[src/sv/tomux_pkg.sv]
// Shared constants, types and helper functions of the timestamp ordered packet muxer.
`timescale 1ns / 1ps
`default_nettype none

package tomux_pkg;

   // Queue geometry
   localparam int QUEUE_DEPTH = 32;
   localparam int PTR_W       = (QUEUE_DEPTH > 1) ? $clog2(QUEUE_DEPTH) : 1;
   localparam int CNT_W       = $clog2(QUEUE_DEPTH + 1);
   localparam logic [PTR_W-1:0] PTR_LAST = PTR_W'(QUEUE_DEPTH - 1);
   localparam logic [CNT_W-1:0] CNT_FULL = CNT_W'(QUEUE_DEPTH);

   // Input operation codes
   localparam logic [1:0] OP_FRAME  = 2'd0;
   localparam logic [1:0] OP_SAMPLE = 2'd1;
   localparam logic [1:0] OP_END    = 2'd2;

   // Packet channel codes
   localparam logic [1:0] CH_VIDEO = 2'd0;
   localparam logic [1:0] CH_AUDIO = 2'd1;
   localparam logic [1:0] CH_DUMMY = 2'd3;

   // Fixed length codes of audio and dummy packets
   localparam logic [39:0] CODE_AUDIO = 40'h04;
   localparam logic [39:0] CODE_DUMMY = 40'h00;
   localparam logic [2:0]  CODE_ONE_BYTE = 3'd1;

   typedef enum logic [2:0] {
      ST_IDLE,
      ST_PUSH,
      ST_READ,
      ST_PICK,
      ST_EMIT,
      ST_DUMMY
   } state_type;

   // Commands from the controller to the datapath.
   typedef struct packed {
      logic capture;
      logic push;
      logic read;
      logic pick;
      logic emit;
      logic emit_dummy;
   } cmd_type;

   // Status from the datapath to the controller.
   typedef struct packed {
      logic drain;
      logic known_op;
      logic frame_ready;
      logic sample_ready;
      logic dummy_ok;
      logic out_free;
   } status_type;

   // Big-endian 7-bit varint, right aligned; every byte but the final one has bit 7 set.
   function automatic logic [39:0] varint_code(input logic [31:0] len);
      logic [39:0] code;
      code       = '0;
      code[6:0]  = len[6:0];
      if (len[31:7] != '0) begin
         code[15:8] = {1'b1, len[13:7]};
      end
      if (len[31:14] != '0) begin
         code[23:16] = {1'b1, len[20:14]};
      end
      if (len[31:21] != '0) begin
         code[31:24] = {1'b1, len[27:21]};
      end
      if (len[31:28] != '0) begin
         code[39:32] = {1'b1, 3'b000, len[31:28]};
      end
      return code;
   endfunction

   function automatic logic [2:0] varint_bytes(input logic [31:0] len);
      logic [2:0] n;
      if (len[31:28] != '0) begin
         n = 3'd5;
      end else if (len[27:21] != '0) begin
         n = 3'd4;
      end else if (len[20:14] != '0) begin
         n = 3'd3;
      end else if (len[13:7] != '0) begin
         n = 3'd2;
      end else begin
         n = 3'd1;
      end
      return n;
   endfunction

endpackage

`default_nettype wire

[src/sv/tomux_ctrl.sv]
// Sequencing state machine of the timestamp ordered packet muxer.
`timescale 1ns / 1ps
`default_nettype none

module tomux_ctrl
   import tomux_pkg::*;
(
   input  wire        clock,
   input  wire        reset,
   input  wire        req_valid,
   output logic       req_stall,
   input  status_type status,
   output cmd_type    cmd
);

   state_type state_ff;
   state_type state_in;

   always_ff @(posedge clock) begin
      if (reset) begin
         state_ff <= ST_IDLE;
      end else begin
         state_ff <= state_in;
      end
   end

   always_comb begin
      state_in  = state_ff;
      cmd       = '0;
      req_stall = 1'b1;
      unique case (state_ff)
         ST_IDLE: begin
            req_stall = 1'b0;
            if (req_valid) begin
               cmd.capture = 1'b1;
               state_in    = ST_PUSH;
            end
         end
         ST_PUSH: begin
            cmd.push = 1'b1;
            state_in = status.known_op ? ST_READ : ST_IDLE;
         end
         ST_READ: begin
            if (status.drain) begin
               if (status.frame_ready || status.sample_ready) begin
                  cmd.read = 1'b1;
                  state_in = ST_PICK;
               end else if (status.dummy_ok) begin
                  state_in = ST_DUMMY;
               end else begin
                  state_in = ST_IDLE;
               end
            end else if (status.frame_ready && status.sample_ready) begin
               cmd.read = 1'b1;
               state_in = ST_PICK;
            end else begin
               state_in = ST_IDLE;
            end
         end
         ST_PICK: begin
            cmd.pick = 1'b1;
            state_in = ST_EMIT;
         end
         ST_EMIT: begin
            if (status.out_free) begin
               cmd.emit = 1'b1;
               state_in = ST_READ;
            end
         end
         ST_DUMMY: begin
            if (status.out_free) begin
               cmd.emit_dummy = 1'b1;
               state_in       = ST_IDLE;
            end
         end
         default: begin
            state_in = ST_IDLE;
         end
      endcase
   end

endmodule

`default_nettype wire

[config.mk]
export PLATFORM = sky130hd
export DESIGN_NAME = tomux_ctrl
export DESIGN_NICKNAME = d
export VERILOG_FILES = /design/src/sv/tomux_pkg.sv /design/src/sv/tomux_ctrl.sv
export SDC_FILE = /design/constraint.sdc
export NUM_CORES = 1
export LEC_CHECK = 0
export BUFFER_PORTS_ARGS = -buffer_cell sky130_fd_sc_hd__buf_4
export CAP_MARGIN = 10
export CELL_PAD_IN_SITES_DETAIL_PLACEMENT = 0
export CELL_PAD_IN_SITES_GLOBAL_PLACEMENT = 1
export CORE_AREA = 2 2 39 41
export DETAILED_ROUTE_END_ITERATION = 12
export DIE_AREA = 0 0 41 43
export GPL_TIMING_DRIVEN = 0
export PLACE_DENSITY = 0.63
export SKIP_CTS_REPAIR_TIMING = 1
export SLEW_MARGIN = 20
export SYNTH_ARGS = -nofsm -noshare
export SYNTH_HDL_FRONTEND = slang
export SYNTH_SLANG_ARGS = --single-unit
[constraint.sdc]
create_clock -name clock -period 2.4 [get_ports clock]
set_input_delay 0.48 -clock clock [delete_from_list [all_inputs] [get_ports clock]]
set_output_delay 0.48 -clock clock [all_outputs]
set_load 0.1 [all_outputs]
# [Yosys cells after proc, flatten, opt, wreduce, memory -nomap -nowiden]
# Index checks and enable logic that the tools add are counted.
[word_totals] regBits=3 output_inout_bits=7 input_bits=9
[op_classes] n_eq_ne=8 n_reduce_logical=4 muxes=21
[op_table] cell="$mux W3" count=6
[op_table] cell="$pmux W3 S6" count=1
[op_table] cell="$mux W1" count=12
[op_table] cell="$eq A3 B2 Y1 const B" count=2
[op_table] cell="$eq A3 B3 Y1 const B" count=2
[op_table] cell="$ne A2 B2 Y1 const B" count=3
[op_table] cell="$mux W2" count=2
[op_table] cell="$eq A3 B1 Y1 const B" count=1
[op_table] cell="$logic_not A3 Y1" count=1
[op_table] cell="$reduce_and A3 Y1" count=1
[op_table] cell="$logic_and A1 B1 Y1" count=1
[op_table] cell="$logic_or A1 B1 Y1" count=1

# [Longest topological paths before layout]
# Gate-level depths: netlist of run 1.
[depth] word_depth=4 depth_mapped=4 depth_no_buf=3

# [Least setup slack after synthesis of run 1]
# OpenSTA, ideal clock, no wires.
[synth_path] path_type="input-to-output" start="in status[0] (netlist name)" end="out cmd[0] (netlist name)" cell_stages=2 arrival_time_ns=2.752 required_time_ns=1.920 path_slack_ns=-0.832 path_cell_list="nand2_1 -> nor3b_1"
[synth_lines] element="start: declaration" line_no="tomux_ctrl.sv:12" source="input status_type status,"
[synth_lines] element="end: declaration" line_no="tomux_ctrl.sv:13" source="output cmd_type cmd"

==> run metrics, run 1 <==
IO Port Bufs 15; Pins Over Slew Limit 0; cells after synthesis 33; die area 1760 sq um; area of the multi-input gates 203 sq um; H-tree depth 1; fin nets 62; Worst Tran Pin Value 279 ps; drc violations 0; Seq cells post-synth 3; Setup crit end kind output port; Synth Area in XOR/XNOR 0%; Final Hold Vio Count 0; Seq. cell area 60.1 sq um; crit path DAT 1510 ps; initial core utilization 19.5%; CTS sink cnt 3; Post-synth EDFFs 0; Distinct cells, synth 23; CTS clock-pin slew for the worst setup and hold paths 40 ps; Overall Global Routing Usage 9.72%; Core Box Area 1380 sq um; Worst-Skew Late Latency 230 ps; hpwl dp 537 um; mux contribution to synthesized area 0%; GP Congestion 0.617; register area share after synthesis 22.2%; CTS buffer count 3; largest family of logic cells by synthesized area simple AND/OR/NAND/NOR gates; clock period minus worst slack 1990 ps; max frequency 502 MHz; Area growth syn-to-layout 67.1%; wire per inst 10.6 um; Syn Area/Cell 8.19 sq um; placed inst area 425 sq um; total gr overflow 0; Vias 298; syn_nets 42; worst endpoint required time 1920 ps; fraction of layout cells with a size suffix above 1 53.8%; min-delay worst type in2reg; Ys Warns 0; dominant synthesized flop cell dfxtp_1; fin area 452 sq um; Biggest register state_ff; kind of critical path reg2out; Clock Skew 0.0787 ps; pin count of the biggest net entering global routing 11; vias in the first global route 278; Peak VDD IR 0.237 mV; IO Pins 16; final period utilization 83.1%; Pwr Density 586 nW/um^2; # diodes 0; Post-Synth Simple-Gate Area 35.6%; fillers 151; Max-slew headroom 81.5%; Compound-Gate Fraction of Synth Area 26.9%; status complete, no violations; max reg flops 3; Die Y 43 um; RSZ-0062 raised after global routing no; Largest regs state_ff (3); initial antenna violation count 0; DRT iter0 DRCs 4; post-synthesis adder-cell area fraction 4.17%; clk buf depth 2; setup tns final 0 ps; Total Wirelength 722 um; via/cell ratio 4.38; Max FO, Critical Path 10; final setup violation count 0; leak pwr 0.217 nW; Die X-Extent 41 um; first-pass GRT wire length 1190 um; Root Driver clkbuf_4; Detail Route Antenna Nets 0; Row Count 14; ys async rst share 0%; first drt pass iteration count 4; MaxCap Viol Count 0; CTS tree yes; crit path launch type flop; cell area after synthesis 270 sq um
where the power goes:
group	total, W	leakage [nW]	internal [W]	switching [W]
logic	0.000124	0.177	0.0000383	0.0000858
registers	0.0000540	0.0245	0.0000533	0.000000715
clock network	0.0000864	0.0150	0.0000622	0.0000242
synth_stat cells, types with 2 or more instances:
cell | count | area share (%)
a21oi_1 | 3 | 5.6
buf_4 | 3 | 8.3
dfxtp_1 | 3 | 22
inv_1 | 2 | 2.8
nor2_1 | 3 | 4.2
nor3b_1 | 2 | 5.6
critical path, cell delays in order (launching register included):
cell and delay (ps):
dfxtp_1 290, buf_4 160, or3_1 450, nor2_4 100, buf_4 290
area by class of cell:
type                    count  area share [%]
multi-input cells          25            44.9
clock buffers               4            5.82
flip-flops and latches      3            13.3
well taps                  16            4.43
inverters                   2            1.66
plain buffers               3            4.99
repair buffers             15            24.9
through the flow:
stage	hold slack [ps]	utilization (%)	std cells	power, W	setup WS, ps
6_report	434	32.6	68	0.000265	407
5_1_grt	425	32.6	68	0.000282	308
4_1_cts	426	32.6	68	0.000270	389
3_5_place_dp	670	30.7	64	0.000179	612
3_3_place_gp	670	30.7	64	0.000180	611
2_1_floorplan	548	-	33	0.000149	17.8
placed cells by master (no fill, tap or decap), drive strengths merged:
cell type,synthesis,layout
o221a,1,1
or3,1,1
o211a,1,1
nor4bb,1,1
and3b,1,1
and3,1,1
nor3,1,1
a21oi,3,3
dfxtp,3,3
o21a,1,1
nand3b,1,1
o221ai,1,1
a311oi,1,1
or3b,1,1
nor2,3,3
nor3b,2,2
buf,3,18
o21ai,1,1
clkbuf,0,4
nand2,1,1
inv,2,2
nor2b,1,1
or2b,1,1
maj3,1,1
cells by family (layout without fill, tap and decap cells):
group	count (synthesis)	after routing
compound gates	9	9
fa+ha+maj	1	1
buf+inv	5	24
flops	3	3
simple gates	15	15
layer usage:
layer	track usage [%]	share of wire [%]	vias up	wire length, um
met5	0	0	-	0
met4	2.00	0	0	0
met3	5.24	7.9	0	57
met2	14.4	43	13	311
met1	12.1	49	124	352
li1	-	-	161	-
path summary, 6_finish.rpt:
check | startpoint | to | slack, ps | cells past startpoint
setup / recovery | state_ff[0] | cmd[5] | 410 | 4
hold / removal | reset | state_ff[2] | 430 | 2
setup reg to reg | state_ff[1] | state_ff[0] | 1180 | 3
hold reg to reg | state_ff[2] | state_ff[2] | 700 | 4
Power figures use the tool's default switching activity.
==> run 2, diff against run 1 <==
--- a/config.mk
+++ b/config.mk
@@ -13,7 +13,7 @@
 export DETAILED_ROUTE_END_ITERATION = 12
 export DIE_AREA = 0 0 41 43
 export GPL_TIMING_DRIVEN = 0
-export PLACE_DENSITY = 0.63
+export PLACE_DENSITY = 0.65
 export SKIP_CTS_REPAIR_TIMING = 1
 export SLEW_MARGIN = 20
 export SYNTH_ARGS = -nofsm -noshare
==> constraint.sdc (replaced) <==
create_clock -name clock -period 1.7 [get_ports clock]
set_input_delay 0.34 -clock clock [delete_from_list [all_inputs] [get_ports clock]]
set_output_delay 0.34 -clock clock [all_outputs]
set_load 0.1 [all_outputs]
==> run metrics, run 2 (synthesis results as in run 1) <==
Peak VDD IR 0.243 mV (+2.5%); fin nets 70 (+13%); CP Cell Sequence buf_6, or3_4, nor2_4, buf_12; Worst-Skew Late Latency 230 ps (about the same); Die X-Extent 41 um (unchanged); crit path DAT 1340 ps (-170 ps); Die Y 43 um (unchanged); hold depth 2 (unchanged); first drt pass iteration count 2 (-2); status complete, no violations; Max-slew headroom 81.5% (about the same); vias in the first global route 279 (+0.36%); total gr overflow 0 (unchanged); critical path's largest stage delay 400 ps (-50 ps); GP Congestion 0.702 (+14%); CTS buffer count 3 (unchanged); Final WS setup 16.2 ps (-391 ps); reg2reg end state_ff[0]; R2R depth 4 (+1); Setup crit end kind output port; pin count of the biggest net entering global routing 11 (unchanged); crit path launch type flop; kind of critical path reg2out; CTS sink cnt 3 (unchanged); leak pwr 0.267 nW (+23%); initial core utilization 19.5% (unchanged); CP delay by family, top simple AND/OR/NAND/NOR gates; Min-Delay Endpoint state_ff[2]; max reg flops 3 (unchanged); Pins Over Slew Limit 0 (unchanged); worst path bufs/invs 2 (unchanged); r2r setup slk 430 ps (-750 ps); # diodes 0 (unchanged); critical path's slowest cell or3_4; RSZ-0062 raised after global routing yes; IO Pins 16 (unchanged); hpwl dp 507 um (-5.6%); Core Box Area 1380 sq um (unchanged); Area growth syn-to-layout 116%; Max FO, Critical Path 7 (-3); clk buf depth 2 (unchanged); wire per inst 10.2 um (-4.2%); Place WS 121 ps (-491 ps); IO Port Bufs 15 (unchanged); Total Wirelength 773 um (+7.1%); placed cell count 64 (unchanged); DRT iter0 DRCs 2 (-2); Clock Skew 0.386 ps (+0.308 ps); first-pass GRT wire length 1100 um (-8.0%); H-tree depth 1 (unchanged); initial antenna violation count 0 (unchanged); Biggest register state_ff; r2r startpoint state_ff[2]; clock period minus worst slack 1680 ps; Vias 332 (+11%); max frequency 594 MHz; Worst Tran Pin Value 279 ps (-0.408 ps); Overall Global Routing Usage 9.33% (-0.39 points); final period utilization 99.0%; drc violations 0 (unchanged); final cell count without fillers 76 (+12%); min-delay worst type in2reg; CTS tree yes; die area 1760 sq um (unchanged); most common cell after layout, fill and taps aside buf_4; Row Count 14 (unchanged); MaxCap Viol Count 0 (unchanged); CTS clock-pin slew for the worst setup and hold paths 30 ps (about the same); most frequent cells in the layout buf_4 (19), buf_6 (3), a21oi_1 (3), clkbuf_4 (3), buf_12 (3); Root Driver clkbuf_4; fraction of layout cells with a size suffix above 1 65.0% (+11 points); final design utilization 42.2% (+9.6 points); Final Hold Vio Count 0 (unchanged); final setup violation count 0 (unchanged); Detail Route Antenna Nets 0 (unchanged); Largest regs state_ff (3); HP Start reset; worst endpoint required time 1360 ps (-560 ps); Pwr Density 697 nW/um^2 (+19%); via/cell ratio 4.37 (-0.32%)
-- run 2: cell type report --
type / instances / area (sq um)
repair buffers: 23 / 211
clock buffers: 4 / 26.3
multi-input cells: 25 / 228
well taps: 16 / 20.0
inverters: 2 / 7.51
flip-flops and latches: 3 / 61.3
fillers: 145 / 800
plain buffers: 3 / 30.0
-- run 2: routing by layer --
layer	part of all wire, %	global-route usage, %	up-vias
met4	0	8.00	0
met2	47	12.2	11
met1	46	12.5	142
li1	-	-	179
met3	6.3	1.57	0
met5	0	0	-
-- run 2: stage by stage --
| step | setup TNS, ps | power (W) | area [sq um] | hold slack [ps] |
|---|---|---|---|---|
| floorplan | -273 | 0.000222 | 324 | 408 |
| global placement | 0 | 0.000264 | 457 | 530 |
| detailed placement | 0 | 0.000264 | 457 | 523 |
| CTS | -137 | 0.000392 | 483 | 277 |
| global route | -16.3 | 0.000434 | 584 | 279 |
| finish | 0 | 0.000407 | 584 | 283 |
-- run 2: worst max-delay path by stage --
stage / startpoint / to / slack [ps] / depth (start not counted)
2_1_floorplan: state_ff[2] / cmd[5] / -160 / 3
3_3_place_gp: state_ff[2] / cmd[5] / 120 / 4
3_5_place_dp: state_ff[2] / cmd[5] / 120 / 4
4_1_cts: state_ff[2] / cmd[5] / -130 / 4
5_1_grt: state_ff[1] / cmd[5] / -20 / 4
6_report: state_ff[1] / cmd[5] / 20 / 4
-- run 2: worst reg2reg max path, delay by kind of cell, from the launching register on --
family | cells | cell delay, ps
buffers and inverters | 2 | 240
AND/OR/NAND/NOR | 1 | 390
flip-flops | 1 | 320
AO/OA/AOI/OAI | 1 | 230
-- run 2: where the power goes --
part | leakage, nW | total (W) | switching (W) | internal [W]
Clock | 0.0150 | 0.000122 | 0.0000340 | 0.0000878
Sequential | 0.0250 | 0.0000766 | 0.00000130 | 0.0000753
Combinational | 0.227 | 0.000209 | 0.000128 | 0.0000803
Total | 0.267 | 0.000407 | 0.000164 | 0.000243
